$ cat src/design/slmt_pkg.sv
// ============================================================================
// slmt_pkg
// Types and fixed constants of the multichannel scaled slew limiter.
// ============================================================================
package slmt_pkg;

    // Field widths
    localparam int CHAN_W   = 4;
    localparam int RAW_W    = 10;
    localparam int VALUE_W  = 12;
    localparam int CFG_IDX_W = 2;

    // Channel numbers are compared at this width so that the largest
    // channel count the parameters allow still fits
    localparam int CHAN_CMP_W = 5;

    typedef logic [CHAN_W-1:0]     chan_t;
    typedef logic [RAW_W-1:0]      raw_t;
    typedef logic [VALUE_W-1:0]    value_t;
    typedef logic [CFG_IDX_W-1:0]  cfg_idx_t;
    typedef logic [CHAN_CMP_W-1:0] chan_cmp_t;

    // Channel formats
    typedef enum logic [1:0] {
        FMT_LOW_VOLT  = 2'd0,
        FMT_HIGH_VOLT = 2'd1,
        FMT_HIGH_AMP  = 2'd2,
        FMT_LOW_AMP   = 2'd3
    } fmt_t;

    // Decoded channel: format and whether the channel exists
    typedef struct packed {
        logic in_range;
        fmt_t fmt;
    } chan_info_t;

    // Register indexes
    localparam cfg_idx_t CFG_LOW_VOLT_LIMIT  = 2'd0;
    localparam cfg_idx_t CFG_HIGH_VOLT_LIMIT = 2'd1;
    localparam cfg_idx_t CFG_HIGH_AMP_LIMIT  = 2'd2;
    localparam cfg_idx_t CFG_LOW_AMP_LIMIT   = 2'd3;

    // Register reset values
    localparam value_t LOW_VOLT_LIMIT_RST  = 12'd2;
    localparam value_t HIGH_VOLT_LIMIT_RST = 12'd500;
    localparam value_t HIGH_AMP_LIMIT_RST  = 12'd5;
    localparam value_t LOW_AMP_LIMIT_RST   = 12'd5;

    // Last-output reset values per format
    localparam value_t VOLT_LAST_RST     = 12'd0;
    localparam value_t HIGH_AMP_LAST_RST = 12'd15;
    localparam value_t LOW_AMP_LAST_RST  = 12'd1;

    // Low voltage: v * 43 / 64
    localparam int LV_MUL    = 43;
    localparam int LV_SHIFT  = 6;
    localparam int LV_PROD_W = 16;

    // High voltage: v * 17 / 8
    localparam int HV_MUL    = 17;
    localparam int HV_SHIFT  = 3;
    localparam int HV_PROD_W = 15;

    // High current: (v * 21) / 100 as v * (21 * 5243) >> 19, exact for v < 1024
    localparam int HA_RECIP  = 110103;
    localparam int HA_SHIFT  = 19;
    localparam int HA_PROD_W = 27;
    localparam value_t HA_OFFSET = 12'd15;

    // Low current: (v * 19) / 1000 as v * (19 * 16778) >> 24, exact for v < 1024
    localparam int LA_RECIP  = 318782;
    localparam int LA_SHIFT  = 24;
    localparam int LA_PROD_W = 29;
    localparam value_t LA_OFFSET = 12'd1;

endpackage

$ cat src/design/slmt_scale.sv
// ============================================================================
// slmt_scale
// Channel decode and constant scaling of a raw sample to tenths.
// ============================================================================
module slmt_scale #(
    parameter int LOW_VOLT_CHANNELS  = 3,
    parameter int HIGH_VOLT_CHANNELS = 4
) (
    input  slmt_pkg::chan_t      chan,
    input  slmt_pkg::raw_t       raw_sample,
    output slmt_pkg::chan_info_t info,
    output slmt_pkg::value_t     scaled
);

    localparam int HIGH_AMP_CHANNEL = LOW_VOLT_CHANNELS + HIGH_VOLT_CHANNELS;
    localparam int CHANNEL_COUNT    = HIGH_AMP_CHANNEL + 2;

    slmt_pkg::chan_cmp_t                  chan_cmp;
    logic [slmt_pkg::LV_PROD_W-1:0]       lv_prod;
    logic [slmt_pkg::HV_PROD_W-1:0]       hv_prod;
    logic [slmt_pkg::HA_PROD_W-1:0]       ha_prod;
    logic [slmt_pkg::LA_PROD_W-1:0]       la_prod;

    // Decode the channel into its format
    assign chan_cmp = slmt_pkg::chan_cmp_t'(chan);

    always_comb
    begin
        info.in_range = (chan_cmp < slmt_pkg::chan_cmp_t'(CHANNEL_COUNT));
        if (chan_cmp < slmt_pkg::chan_cmp_t'(LOW_VOLT_CHANNELS))
            info.fmt = slmt_pkg::FMT_LOW_VOLT;
        else if (chan_cmp < slmt_pkg::chan_cmp_t'(HIGH_AMP_CHANNEL))
            info.fmt = slmt_pkg::FMT_HIGH_VOLT;
        else if (chan_cmp == slmt_pkg::chan_cmp_t'(HIGH_AMP_CHANNEL))
            info.fmt = slmt_pkg::FMT_HIGH_AMP;
        else
            info.fmt = slmt_pkg::FMT_LOW_AMP;
    end

    // Constant products, one per format
    assign lv_prod = slmt_pkg::LV_PROD_W'(raw_sample) *
                     slmt_pkg::LV_PROD_W'(slmt_pkg::LV_MUL);
    assign hv_prod = slmt_pkg::HV_PROD_W'(raw_sample) *
                     slmt_pkg::HV_PROD_W'(slmt_pkg::HV_MUL);
    assign ha_prod = slmt_pkg::HA_PROD_W'(raw_sample) *
                     slmt_pkg::HA_PROD_W'(slmt_pkg::HA_RECIP);
    assign la_prod = slmt_pkg::LA_PROD_W'(raw_sample) *
                     slmt_pkg::LA_PROD_W'(slmt_pkg::LA_RECIP);

    // Shift down, add offset, select by format
    always_comb
    begin
        unique case (info.fmt)
            slmt_pkg::FMT_LOW_VOLT:
                scaled = slmt_pkg::value_t'(lv_prod[slmt_pkg::LV_PROD_W-1:slmt_pkg::LV_SHIFT]);
            slmt_pkg::FMT_HIGH_VOLT:
                scaled = slmt_pkg::value_t'(hv_prod[slmt_pkg::HV_PROD_W-1:slmt_pkg::HV_SHIFT]);
            slmt_pkg::FMT_HIGH_AMP:
                scaled = slmt_pkg::value_t'(ha_prod[slmt_pkg::HA_PROD_W-1:slmt_pkg::HA_SHIFT])
                         + slmt_pkg::HA_OFFSET;
            slmt_pkg::FMT_LOW_AMP:
                scaled = slmt_pkg::value_t'(la_prod[slmt_pkg::LA_PROD_W-1:slmt_pkg::LA_SHIFT])
                         + slmt_pkg::LA_OFFSET;
            default:
                scaled = '0;
        endcase
    end

endmodule

$ cat src/design/slmt_clamp.sv
// ============================================================================
// slmt_clamp
// Limit the step from the previous output to the target by a step limit.
// ============================================================================
module slmt_clamp (
    input  slmt_pkg::value_t target,
    input  slmt_pkg::value_t prev,
    input  slmt_pkg::value_t limit,
    output slmt_pkg::value_t result
);

    slmt_pkg::value_t fall;
    slmt_pkg::value_t rise;

    assign fall = prev - target;
    assign rise = target - prev;

    // Pass the target unless it lies more than the limit away
    always_comb
    begin
        if ((prev > target) && (fall > limit))
            result = prev - limit;
        else if ((target > prev) && (rise > limit))
            result = prev + limit;
        else
            result = target;
    end

endmodule

$ cat src/design/slmt_state.sv
// ============================================================================
// slmt_state
// Per-channel last output, one register per channel.
// ============================================================================
module slmt_state #(
    parameter int LOW_VOLT_CHANNELS  = 3,
    parameter int HIGH_VOLT_CHANNELS = 4
) (
    input  logic             clk,
    input  logic             rst_n,
    input  slmt_pkg::chan_t  chan,
    input  logic             wr_en,
    input  slmt_pkg::value_t wr_data,
    output slmt_pkg::value_t prev
);

    localparam int HIGH_AMP_CHANNEL = LOW_VOLT_CHANNELS + HIGH_VOLT_CHANNELS;
    localparam int LOW_AMP_CHANNEL  = HIGH_AMP_CHANNEL + 1;
    localparam int CHANNEL_COUNT    = HIGH_AMP_CHANNEL + 2;

    slmt_pkg::value_t    last_reg [CHANNEL_COUNT];
    slmt_pkg::chan_cmp_t chan_cmp;

    assign chan_cmp = slmt_pkg::chan_cmp_t'(chan);

    // Select the addressed channel
    always_comb
    begin
        prev = '0;
        for (int i = 0; i < CHANNEL_COUNT; i++)
        begin
            if (chan_cmp == slmt_pkg::chan_cmp_t'(i))
                prev = last_reg[i];
        end
    end

    // Store the new output of the addressed channel
    always_ff @(posedge clk or negedge rst_n)
    begin
        if (!rst_n)
        begin
            for (int i = 0; i < CHANNEL_COUNT; i++)
            begin
                if (i == HIGH_AMP_CHANNEL)
                    last_reg[i] <= slmt_pkg::HIGH_AMP_LAST_RST;
                else if (i == LOW_AMP_CHANNEL)
                    last_reg[i] <= slmt_pkg::LOW_AMP_LAST_RST;
                else
                    last_reg[i] <= slmt_pkg::VOLT_LAST_RST;
            end
        end
        else
        begin
            for (int i = 0; i < CHANNEL_COUNT; i++)
            begin
                if (wr_en && (chan_cmp == slmt_pkg::chan_cmp_t'(i)))
                    last_reg[i] <= wr_data;
            end
        end
    end

endmodule

$ cat src/design/multichannel_scaled_slew_limiter_top.sv
// ============================================================================
// multichannel_scaled_slew_limiter_top
// Scales converter samples per channel format and slew-limits each channel.
// ============================================================================
//
//  Channel   Signals                          Width  Direction
//  --------  -------------------------------  -----  ---------
//  input     in_valid/in_ready, chan,          4+10   in
//            raw_sample
//  output    out_valid/out_ready, out_chan,    4+12   out
//            limited_value
//  config    cfg_valid/cfg_ready, cfg_index,   2+12   in
//            cfg_data
//
//  One request per cycle sustained while the output is not stalled; an accepted
//  request passes through the input register, then the result register.
//  Scaling and clamp are combinational between the input register and the
//  result register, and the last output is written as the result register
//  loads, so back-to-back requests on one channel see each other's outputs.
//  Reset clears the valid flags and loads the limits and last outputs.
//  A stalled output holds the input register; input is taken while the input
//  register is empty or moves on.
// ============================================================================
module multichannel_scaled_slew_limiter_top #(
    parameter int LOW_VOLT_CHANNELS  = 3,
    parameter int HIGH_VOLT_CHANNELS = 4
) (
    input  logic                clk,
    input  logic                rst_n,

    input  logic                in_valid,
    output logic                in_ready,
    input  slmt_pkg::chan_t     chan,
    input  slmt_pkg::raw_t      raw_sample,

    output logic                out_valid,
    input  logic                out_ready,
    output slmt_pkg::chan_t     out_chan,
    output slmt_pkg::value_t    limited_value,

    input  logic                cfg_valid,
    output logic                cfg_ready,
    input  slmt_pkg::cfg_idx_t  cfg_index,
    input  slmt_pkg::value_t    cfg_data
);

    // Input register
    logic                 s1_valid_reg;
    slmt_pkg::chan_t      s1_chan_reg;
    slmt_pkg::raw_t       s1_raw_reg;

    // Result register
    logic                 out_valid_reg;
    slmt_pkg::chan_t      out_chan_reg;
    slmt_pkg::value_t     out_value_reg;
    slmt_pkg::value_t     out_value_next;

    // Step limits
    slmt_pkg::value_t     lv_limit_reg;
    slmt_pkg::value_t     hv_limit_reg;
    slmt_pkg::value_t     ha_limit_reg;
    slmt_pkg::value_t     la_limit_reg;

    logic                 s1_adv;
    logic                 in_acc;
    slmt_pkg::chan_info_t info;
    slmt_pkg::value_t     scaled;
    slmt_pkg::value_t     prev;
    slmt_pkg::value_t     limit;
    slmt_pkg::value_t     result;
    logic                 state_wr;

    // Handshake
    assign s1_adv    = s1_valid_reg && (!out_valid_reg || out_ready);
    assign in_ready  = !s1_valid_reg || s1_adv;
    assign in_acc    = in_valid && in_ready;
    assign cfg_ready = 1'b1;

    // Scale the held request
    slmt_scale #(
        .LOW_VOLT_CHANNELS  (LOW_VOLT_CHANNELS),
        .HIGH_VOLT_CHANNELS (HIGH_VOLT_CHANNELS)
    ) u_scale (
        .chan       (s1_chan_reg),
        .raw_sample (s1_raw_reg),
        .info       (info),
        .scaled     (scaled)
    );

    // Pick the step limit of the format
    always_comb
    begin
        unique case (info.fmt)
            slmt_pkg::FMT_LOW_VOLT:  limit = lv_limit_reg;
            slmt_pkg::FMT_HIGH_VOLT: limit = hv_limit_reg;
            slmt_pkg::FMT_HIGH_AMP:  limit = ha_limit_reg;
            slmt_pkg::FMT_LOW_AMP:   limit = la_limit_reg;
            default:                 limit = '0;
        endcase
    end

    // Last output per channel
    assign state_wr = s1_adv && info.in_range;

    slmt_state #(
        .LOW_VOLT_CHANNELS  (LOW_VOLT_CHANNELS),
        .HIGH_VOLT_CHANNELS (HIGH_VOLT_CHANNELS)
    ) u_state (
        .clk     (clk),
        .rst_n   (rst_n),
        .chan    (s1_chan_reg),
        .wr_en   (state_wr),
        .wr_data (result),
        .prev    (prev)
    );

    // Clamp against the last output
    slmt_clamp u_clamp (
        .target (scaled),
        .prev   (prev),
        .limit  (limit),
        .result (result)
    );

    // Drop to zero for a channel that does not exist
    assign out_value_next = info.in_range ? result : '0;

    // Control flags
    always_ff @(posedge clk or negedge rst_n)
    begin
        if (!rst_n)
        begin
            s1_valid_reg  <= 1'b0;
            out_valid_reg <= 1'b0;
        end
        else
        begin
            if (in_ready)
                s1_valid_reg <= in_valid;
            if (s1_adv)
                out_valid_reg <= 1'b1;
            else if (out_ready)
                out_valid_reg <= 1'b0;
        end
    end

    // Payload
    always_ff @(posedge clk)
    begin
        if (in_acc)
        begin
            s1_chan_reg <= chan;
            s1_raw_reg  <= raw_sample;
        end
        if (s1_adv)
        begin
            out_chan_reg  <= s1_chan_reg;
            out_value_reg <= out_value_next;
        end
    end

    // Configuration registers
    always_ff @(posedge clk or negedge rst_n)
    begin
        if (!rst_n)
        begin
            lv_limit_reg <= slmt_pkg::LOW_VOLT_LIMIT_RST;
            hv_limit_reg <= slmt_pkg::HIGH_VOLT_LIMIT_RST;
            ha_limit_reg <= slmt_pkg::HIGH_AMP_LIMIT_RST;
            la_limit_reg <= slmt_pkg::LOW_AMP_LIMIT_RST;
        end
        else if (cfg_valid && cfg_ready)
        begin
            unique case (cfg_index)
                slmt_pkg::CFG_LOW_VOLT_LIMIT:  lv_limit_reg <= cfg_data;
                slmt_pkg::CFG_HIGH_VOLT_LIMIT: hv_limit_reg <= cfg_data;
                slmt_pkg::CFG_HIGH_AMP_LIMIT:  ha_limit_reg <= cfg_data;
                slmt_pkg::CFG_LOW_AMP_LIMIT:   la_limit_reg <= cfg_data;
                default:                       ;
            endcase
        end
    end

    assign out_valid     = out_valid_reg;
    assign out_chan      = out_chan_reg;
    assign limited_value = out_value_reg;

    // A moving request always lands in the result register
    a_adv_fills_out: assert property (@(posedge clk) disable iff (!rst_n)
        s1_adv |=> out_valid_reg)
        else $error("result register not filled after advance");

    // A stalled result holds the input register
    a_stall_holds_s1: assert property (@(posedge clk) disable iff (!rst_n)
        (out_valid_reg && !out_ready) |-> !s1_adv)
        else $error("input register advanced into a stalled result");

    // The clamped result moves at most the limit, or reaches the target
    a_step_bound: assert property (@(posedge clk) disable iff (!rst_n)
        (s1_valid_reg && info.in_range) |->
            ((result == scaled) ||
             ((result >= prev) && ((result - prev) == limit)) ||
             ((result < prev) && ((prev - result) == limit))))
        else $error("clamped step exceeds the limit");

    // No state update for a channel that does not exist
    a_no_oob_write: assert property (@(posedge clk) disable iff (!rst_n)
        state_wr |-> info.in_range)
        else $error("state written for an absent channel");

endmodule

$ cat config.mk
export PLATFORM = sky130hd
export DESIGN_NAME = multichannel_scaled_slew_limiter_top
export DESIGN_NICKNAME = d
export VERILOG_FILES = /design/src/design/slmt_pkg.sv /design/src/design/slmt_scale.sv /design/src/design/slmt_clamp.sv /design/src/design/slmt_state.sv /design/src/design/multichannel_scaled_slew_limiter_top.sv
export SDC_FILE = /design/constraint.sdc
export NUM_CORES = 1
export LEC_CHECK = 0
export ABC_AREA = 1
export BUFFER_PORTS_ARGS = -buffer_cell sky130_fd_sc_hd__buf_2
export CAP_MARGIN = 20
export CORE_MARGIN = 10
export CORE_UTILIZATION = 45
export DETAILED_ROUTE_END_ITERATION = 12
export REMOVE_ABC_BUFFERS = 1
export SYNTH_ARGS = -nofsm -noshare
export SYNTH_HDL_FRONTEND = slang
export SYNTH_HIERARCHICAL = 1
export SYNTH_SLANG_ARGS = --single-unit
export TNS_END_PERCENT = 50
$ cat constraint.sdc
create_clock -name clk -period 10.6 [get_ports clk]
set_input_delay 1.59 -clock clk [delete_from_list [all_inputs] [get_ports clk]]
set_output_delay 1.59 -clock clk [all_outputs]
set_load 0.03 [all_outputs]
* Word level (Yosys, flattened, before mapping)
Cells that the tools add are included.
Cells by class: add/subtract/negate cells 6, mux-type cells 18, reductions and logical operators 26, $mul 4, magnitude comparators 7, equality and inequality tests 14
Operator list (count):
- 2-to-1 mux 12 bit | 11
- one-hot mux 12 bit (4 select lines) | 2
- greater-than comparator 12 bit | 4
- subtractor 12 bit | 3
- multiplier 10 x 18 -> 28 bit, second input constant | 1
- multiplier 10 x 17 -> 27 bit, second input constant | 1
- == test 4 x 3 -> 1 bit, second input constant | 4
- multiplier 10 x 6 -> 16 bit, second input constant | 1
- multiplier 10 x 5 -> 15 bit, second input constant | 1
- logical AND 1 bit | 14
- adder 12 bit | 1
- adder 8 x 4 -> 9 bit, second input constant | 1
- == test 2 bit, second input constant | 4
- == test 4 x 2 -> 1 bit, second input constant | 2
- AND reduction 2 bit | 4
- adder 5 x 1 -> 6 bit, second input constant | 1
- zero test 5 bit | 1
- == test 2 x 1 -> 1 bit, second input constant | 2
- == test 4 x 1 -> 1 bit, second input constant | 1
- == test 4 bit, second input constant | 1
- zero test 2 bit | 2
- less-than comparator 4 x 2 -> 1 bit, second input constant | 1
- less-than comparator 4 x 3 -> 1 bit, second input constant | 1
- less-than comparator 4 bit, second input constant | 1
- other kinds (5) | 10
Storage, ports and cells: flip-flop bits (word level) 188

* Longest topological paths before layout
Gate-level depths: netlist of the first run.
depth in word-level cells 15, gate-level depth with buffers 50

* By module
Netlist of the first run, hierarchy kept.
Modules (own cells, without submodules):
- slmt_scale | area an instance 8262.9 µm², times used 1, cells an instance 1150
- slmt_state | area an instance 4928.5 µm², times used 1, cells an instance 589
- slmt_clamp | area an instance 3449.6 µm², times used 1, cells an instance 574
- multichannel_scaled_slew_limiter_top | area an instance 3330.7 µm², times used 1, cells an instance 312

* Worst setup path after synthesis of the first run
OpenSTA, ideal clock, no wires.
path kind register to register, start register s1_raw_reg[7], end register u_state/last_reg[86] (netlist bit), path buffers 2, cell stages (with the launch flop) 47, setup slack 2937 ps, required time 10469 ps, arrival 7532 ps, path through edfxtp_1 fa_1 inv_1 fa_1 fa_1 inv_1 fa_1 inv_1 fa_1 inv_1 ha_1 a21oi_1 a21boi_0 nand3_1 nand2_1 nand2_1 nand2_1 nand2_1 [... 11 more ...] a21oi_1 o21ai_0 xor2_1 ha_1 nand2_1 nor2_1 nand2_1 inv_1 nand2_1 nand3_1 inv_1 nor2_4 buf_8 nand2_2 nand3_1 nand2_1 inv_1 o21ai_0
On the way: longest elaborated chain between the ends 8, elaborated cells on any way between the ends 17, those cells by class add/sub: 4; mul: 4; order compare: 4; mux: 3; reduce/logical: 2
RTL lines:
- from (decl) | RTL line multichannel_scaled_slew_limiter_top.sv:50 | slmt_pkg::raw_t s1_raw_reg;
- from (signal assigned) | RTL line multichannel_scaled_slew_limiter_top.sv:153 | s1_raw_reg <= raw_sample;
- multiplier 10 x 17 -> 27 bit or multiplier 10 x 18 -> 28 bit (tied branches) | RTL line slmt_scale.sv:45, slmt_scale.sv:47
- adder 8 x 4 -> 9 bit or adder 5 x 1 -> 6 bit (tied branches) | RTL line slmt_scale.sv:60, slmt_scale.sv:63
- one-hot mux 12 bit (4 select lines) * | RTL line slmt_scale.sv:53 | unique case (info.fmt)
- via scaled[4] | RTL line multichannel_scaled_slew_limiter_top.sv:67 | slmt_pkg::value_t scaled;
- subtractor 12 bit | RTL line slmt_clamp.sv:16 | assign rise = target - prev;
- greater-than comparator 12 bit | RTL line slmt_clamp.sv:23 | else if ((target > prev) && (rise > limit))
- logical AND 1 bit | RTL line slmt_clamp.sv:23
- 2-to-1 mux 12 bit | RTL line slmt_clamp.sv:23
- 2-to-1 mux 12 bit * | RTL line slmt_clamp.sv:21 | if ((prev > target) && (fall > limit))
- via result[2] | RTL line multichannel_scaled_slew_limiter_top.sv:70 | slmt_pkg::value_t result;
- to (signal, indexed assignment) | RTL line slmt_state.sv:45 | last_reg[i] <= slmt_pkg::HIGH_AMP_LAST_RST;
- to (signal, indexed assignment) | RTL line slmt_state.sv:47 | last_reg[i] <= slmt_pkg::LOW_AMP_LAST_RST;
- to (signal, indexed assignment) | RTL line slmt_state.sv:49 | last_reg[i] <= slmt_pkg::VOLT_LAST_RST;
- to (decl) | RTL line slmt_state.sv:21 | slmt_pkg::value_t last_reg [CHANNEL_COUNT];
Mark *: on every way through the listed nets, which the timed path passes. The rest lies on a longest branch. A chain may end at the register's enable or synchronous reset.

* Worst setup path in the final report of the first run
start register s1_raw_reg[7], end register u_state/last_reg[55] (netlist bit)
Same word-level chain as after synthesis.

==> flow_summary.ini, run 1 <==
[timing]
rsz0062_at_grt = no
period_needed_ps = 9280
hold_slack_ps = 477
max_freq_mhz = 108
maxSlewViolCount = 0
finClkSkew_ps = 16.8
max_slew.worst_pin.slew_ps = 1120
setup_tns_ps = 0
finalHoldViolations = 0
post-route-period-util_pct = 87.5
max_slew_margin_pct = 25.2
setup_viol = 0

[global_routing]
grt_pass1_vias = 17049
grt_max_degree = 89
grt_pass1_wl_um = 90800
antenna_found_initial = 0
grt_usage_pct = 21.6
grt-ovfl-total = 0

[clock_network]
tritoncts = yes
clkSinkCount = 188
clk_pin_slew_ps = 70
cts-resized-gates = 0
post_cts_buffers = 0
clkLatencyLatePin_ps = 460
clock_path_buffers = 2
htree_levels = 4
cts_buffers = 17
cts_hold_buf = 0
clockRootBuffer = clkbuf_16

[critical_path]
critPathKind = flip-flop to flip-flop
crit_path_frequent_cell = nand2_1
start_kind = flip-flop
crit_path_top_delay_cell = edfxtp_1
worst_setup_path_end_kind = flip-flop
path_max_fanout = 16
required_ps = 10950
max_stage_delay_ps = 800
arrival_ps = 9630

[die]
ios = 52
die_h_um = 231
rows = 77
dieArea_mm2 = 0.0532
die_w_um = 231
core_area_mm2 = 0.0440
start_util_pct = 45.4

[power]
powerDensity_mw_per_mm2 = 329
ir_drop_mv = 0.156
leakagePower_nw = 11.4
power.total_mw = 6.98

[synth]
syn_area_per_cell_um2 = 7.61
netlist_instances = 2625
netlist_area_mm2 = 0.0200
synth-edff-count = 30
synth_ff_type = dfrtp_1
yosys_warnings = 6
async_flop_share_pct = 84.0
yosysUniqueCellTypes = 59
ys_seq_area_share_pct = 24.4
ys_ff_latch = 188

[placement]
hpwl_um = 45600
place_congestion = 0.989
numPortBuffers = 50

[status]
status = completed

[route]
dr.pass1.iters = 5
avgViaCountPerCell = 5.23
ant_nets = 0
wl_per_cell_um = 17.7
via_count = 16979
drc = 0
drtIter0Drc = 1299
wl_um = 57400

[final_layout]
area.sequential_mm2 = 0.00487
fill_cells = 4429
largest_reg_flops = 108
drive_above_1_share_pct = 8.75
syn2layout_area_growth_pct = 6.20
fin_util_pct = 48.2
n_antenna_cell = 0
final_nets = 3047
multi_input_area_mm2 = 0.0128

[run]
timing.max_cap.violations = 0

[min_path]
hold_class = flip-flop to flip-flop
-- cells in the mapped netlist, types with 11 or more instances --
cell	instances	area [um2]
dfrtp_1	142	3550
nor2_1	150	563
o21ai_0	137	686
inv_2	16	60.1
dfstp_2	16	420
o21ai_1	45	225
xnor2_1	11	96.3
nand4_1	47	294
nand3_2	17	170
o21bai_1	11	82.6
xor2_1	30	263
a21oi_1	93	465
buf_6	13	146
or2_2	12	75.1
buf_2	25	125
nand2_1	657	2470
ha_1	262	3280
o21ai_2	22	193
edfxtp_1	30	901
nand2_2	21	131
inv_1	464	1740
nand3_1	171	856
fa_1	113	2260
clkbuf_1	17	63.8
-- through the flow --
stage	instances	worst slack (ps)	cell area, um2
6_report	3244	1320	21200
3_5_place_dp	3211	1500	20600
3_3_place_gp	3211	1650	20600
4_1_cts	3243	1450	21200
5_1_grt	3244	706	21200
2_1_floorplan	2558	2850	19500
-- cell type report --
class	count	area share, %
Tap cell	592	3.49
Multi-Input combinational cell	1886	60.5
Timing Repair Buffer	62	1.65
Clock inverter	14	0.714
Clock buffer	18	2.02
Inverter	484	8.61
Sequential cell	188	23.0
-- routing by layer --
layer  GRT usage [%]  vias up  routed length [um]
met5               0        -                   0
met3            3.68       95                3240
li1                -     8348                   -
met4            7.95        0                1980
met2            37.1      461               27500
met1            26.6     8075               24600
-- critical path, delay by kind of cell, from the launching register on --
family	cells	cell delay, ps
AO/OA/AOI/OAI	6	1280
XOR/XNOR	1	110
adder cells (fa/ha/maj)	9	3830
flip-flops	1	800
AND/OR/NAND/NOR	18	2230
buffers and inverters	8	900
-- kinds of logic (layout without fill, tap and decap cells) --
| family | Yosys count | after routing | share of synthesized area (%) |
|---|---|---|---|
| DFF | 188 | 188 | 24.4 |
| AOI/OAI and AO/OA | 341 | 341 | 9.49 |
| adders and majority gates | 375 | 375 | 27.7 |
| other | 1 | 1 | 0.0188 |
| xor gates and xnor gates | 41 | 41 | 1.80 |
| buffers and inverters | 551 | 578 | 11.3 |
| and+or+nand+nor | 1128 | 1128 | 25.2 |
-- final timing paths --
check,start,end,slack (ps),cells past startpoint
min reg2reg,hv_limit_reg[7],hv_limit_reg[7],480,2
max in group asynchronous,rst_n,ha_limit_reg[1],7970,2
max,s1_raw_reg[7],u_state/last_reg[55],1320,42
min in group asynchronous,rst_n,u_state/last_reg[79],1190,1
max reg2reg,s1_raw_reg[7],u_state/last_reg[55],1320,42
min,hv_limit_reg[7],hv_limit_reg[7],480,2
-- power by group --
part / internal, mW / switching, mW
clock: 0.334 / 0.311
combinational: 1.77 / 3.44
sequential: 0.993 / 0.133
-- layout by cell type (no fill, tap or decap), types with 11 or more instances in the layout --
cell | Yosys | layout
a21oi_1 | 93 | 93
fa_1 | 113 | 113
o21ai_0 | 137 | 137
nand3_1 | 171 | 171
o21ai_2 | 22 | 22
xor2_1 | 30 | 30
nand2_2 | 21 | 21
nand3_2 | 17 | 17
inv_1 | 464 | 464
ha_1 | 262 | 262
dfstp_2 | 16 | 16
o21bai_1 | 11 | 11
buf_2 | 25 | 49
inv_2 | 16 | 16
dfrtp_1 | 142 | 142
nor2_1 | 150 | 150
clkbuf_16 | 0 | 17
buf_4 | 8 | 11
edfxtp_1 | 30 | 30
or2_2 | 12 | 12
xnor2_1 | 11 | 11
o21ai_1 | 45 | 45
nand4_1 | 47 | 47
nand2_1 | 657 | 657
Note: power is estimated with default switching activity, not from simulation.
==> inputs of run 2 (changes only) <==
Settings changed: SYNTH_HIERARCHICAL 1 to not set.
==> run 2 against run 1 <==
  * Clock-buffer cell count down 1
  * Wire length rose by 1.6%
  * Critical path depth rose by 6
  * Die area is 3.1% lower
  * Synthesized cell count fell by 4.5%
  * Register-to-register slack lost 380 ps
  * Clock power up 5.6%
  * Sequential cell count stayed put
  * Worst setup slack got worse by 380 ps
  * Sequential power barely moved
  * Critical endpoint is now limited_value[11]
  * Largest cell class unchanged
==> flow_summary.ini, run 2 <==
[clock_network]
clockRootBuffer = clkbuf_16
cts_buffers = 17
tritoncts = yes
clk_pin_slew_ps = 70
cts_hold_buf = 0
htree_levels = 4
clkSinkCount = 188
clock_path_buffers = 2
clkLatencyLatePin_ps = 460

[critical_path]
start_kind = flip-flop
reg2reg_slack_ps = 940
required_ps = 10930
crit_path_top_delay_cell = fa_1
arrival_ps = 10000
worst_setup_path_end_kind = flip-flop
max_stage_delay_ps = 590
reg2reg_from = s1_raw_reg[7]
timing.rr.end = limited_value[11]
r2r_cells = 48
path_max_fanout = 11
critPathKind = flip-flop to flip-flop

[run]
timing.max_cap.violations = 0

[route]
via_count = 16616
wl_um = 58300
dr.pass1.iters = 6
ant_nets = 0
drc = 0
avgViaCountPerCell = 5.32
drtIter0Drc = 1403
wl_per_cell_um = 18.7

[final_layout]
syn2layout_area_growth_pct = 8.52
area.sequential_mm2 = 0.00487
final_nets = 2978
n_antenna_cell = 0
stdcell_area_mm2 = 0.0209
largest_reg_flops = 108
multi_input_area_mm2 = 0.0125
fin_util_pct = 49.7
drive_above_1_share_pct = 9.10
final_common_cell = nand2_1
final_cell_mix = nand2_1, inv_1, ha_1
fill_cells = 4111

[global_routing]
grt_max_degree = 93
grt_usage_pct = 23.1
grt_pass1_wl_um = 92400
antenna_found_initial = 0
use_met2_pct = 36.2
met3_usage_pct = 5.02
grt_pass1_vias = 16608
gr-usage-met1_pct = 31.4
grt-ovfl-total = 0
grt.busiest_layer = met2

[min_path]
hold_class = flip-flop to flip-flop
whs_path_depth = 2
min_to = u_state.last_reg[14]
hp-start = u_state.last_reg[14]

[synth]
synth_ff_type = dfrtp_1
synth.most_common_cell = nand2_1
yosysTopAreaCellShare_pct = 18.4
synth-edff-count = 30
netlist_area_mm2 = 0.0193
async_flop_share_pct = 84.0
netlist_instances = 2508
ys_ff_latch = 188
ys_seq_area_share_pct = 25.3
yosysTopAreaCell = dfrtp_1
ys_top_cells_by_area = dfrtp_1, ha_1, nand2_1
synthTopCellsByCount = nand2_1, inv_1, ha_1, dfrtp_1, a21oi_1
syn_area_per_cell_um2 = 7.70
yosysUniqueCellTypes = 64
yosys_warnings = 0

[die]
start_util_pct = 45.8
die_h_um = 227
die_w_um = 227
dieArea_mm2 = 0.0516
ios = 52
core_area_mm2 = 0.0421
rows = 75

[timing]
post-route-period-util_pct = 91.2
max_freq_mhz = 103
finalHoldViolations = 0
rsz0062_at_grt = no
maxSlewViolCount = 0
hold_slack_ps = 474
max_slew_margin_pct = 13.9
setup_viol = 0
max_slew.worst_pin.slew_ps = 1290
setup_tns_ps = 0
finClkSkew_ps = 21.6
period_needed_ps = 9660

[placement]
hpwl_um = 47200
dpl_cell_area_mm2 = 0.0202
place_congestion = 0.960
numPortBuffers = 50

[status]
status = completed

[power]
leakagePower_nw = 11.4
ir_drop_mv = 0.189
powerDensity_mw_per_mm2 = 335
## run 2: area by class of cell
class	instances	area share, %
Clock buffer	17	2.03
Clock inverter	15	0.974
Inverter	447	8.03
Multi-Input combinational cell	1825	59.8
Sequential cell	188	23.3
Tap cell	539	3.22
Timing Repair Buffer	91	2.69
## run 2: where the power goes
group          switching (mW)  total [mW]  internal [mW]  leakage (nW)
combinational            3.43        5.21           1.77          8.82
sequential              0.129        1.13          0.998          2.29
clock                   0.319       0.681          0.361         0.300
total                    3.88        7.01           3.13          11.4
## run 2: critical path: cells and delay by family (launching register included)
| kind | cells | cell delay (ps) |
|---|---|---|
| flip-flops | 1 | 570 |
| adder cells (fa/ha/maj) | 9 | 3920 |
| buffers and inverters | 13 | 1180 |
| AND/OR/NAND/NOR | 18 | 2110 |
| XOR/XNOR | 1 | 170 |
| AO/OA/AOI/OAI | 7 | 1570 |
## run 2: routing by layer
| layer | vias up | routed length, um |
|---|---|---|
| met5 | - | 0 |
| met1 | 7907 | 26500 |
| met4 | 0 | 1400 |
| met3 | 73 | 4450 |
| li1 | 8126 | - |
| met2 | 510 | 25900 |
## run 2: logic make-up (layout without fill, tap and decap cells)
family | count (synthesis) | count (layout) | share of synthesized area (%)
AND/OR/NAND/NOR | 1060 | 1060 | 23.3
buffers and inverters | 495 | 570 | 9.89
adder cells (fa/ha/maj) | 375 | 375 | 28.7
AO/OA/AOI/OAI | 350 | 350 | 11.0
flip-flops | 188 | 188 | 25.3
XOR/XNOR | 39 | 39 | 1.81
other | 1 | 1 | 0.0194
## run 2: timing repair
item | in CTS | in global routing
endpoints found under the setup margin | 0 | 116
gates resized for setup | 0 | 1
buffers inserted | 0 | 20
## run 2: metrics by stage
step	cells	worst slack, ps	total power, mW
floorplan	2460	2310	4.86
global placement	3070	683	6.23
detailed placement	3070	679	6.28
CTS	3102	655	7.00
global route	3122	84.6	7.80
finish	3122	938	7.01
## run 2: how the worst max path moves through the flow
stage,from,to,depth (start not counted)
6_report,s1_raw_reg[7],limited_value[11],48
5_1_grt,s1_raw_reg[7],u_state.last_reg[55],48
4_1_cts,s1_raw_reg[7],limited_value[4],46
3_5_place_dp,s1_raw_reg[7],limited_value[4],46
3_3_place_gp,s1_raw_reg[7],limited_value[4],46
2_1_floorplan,s1_raw_reg[7],limited_value[8],46
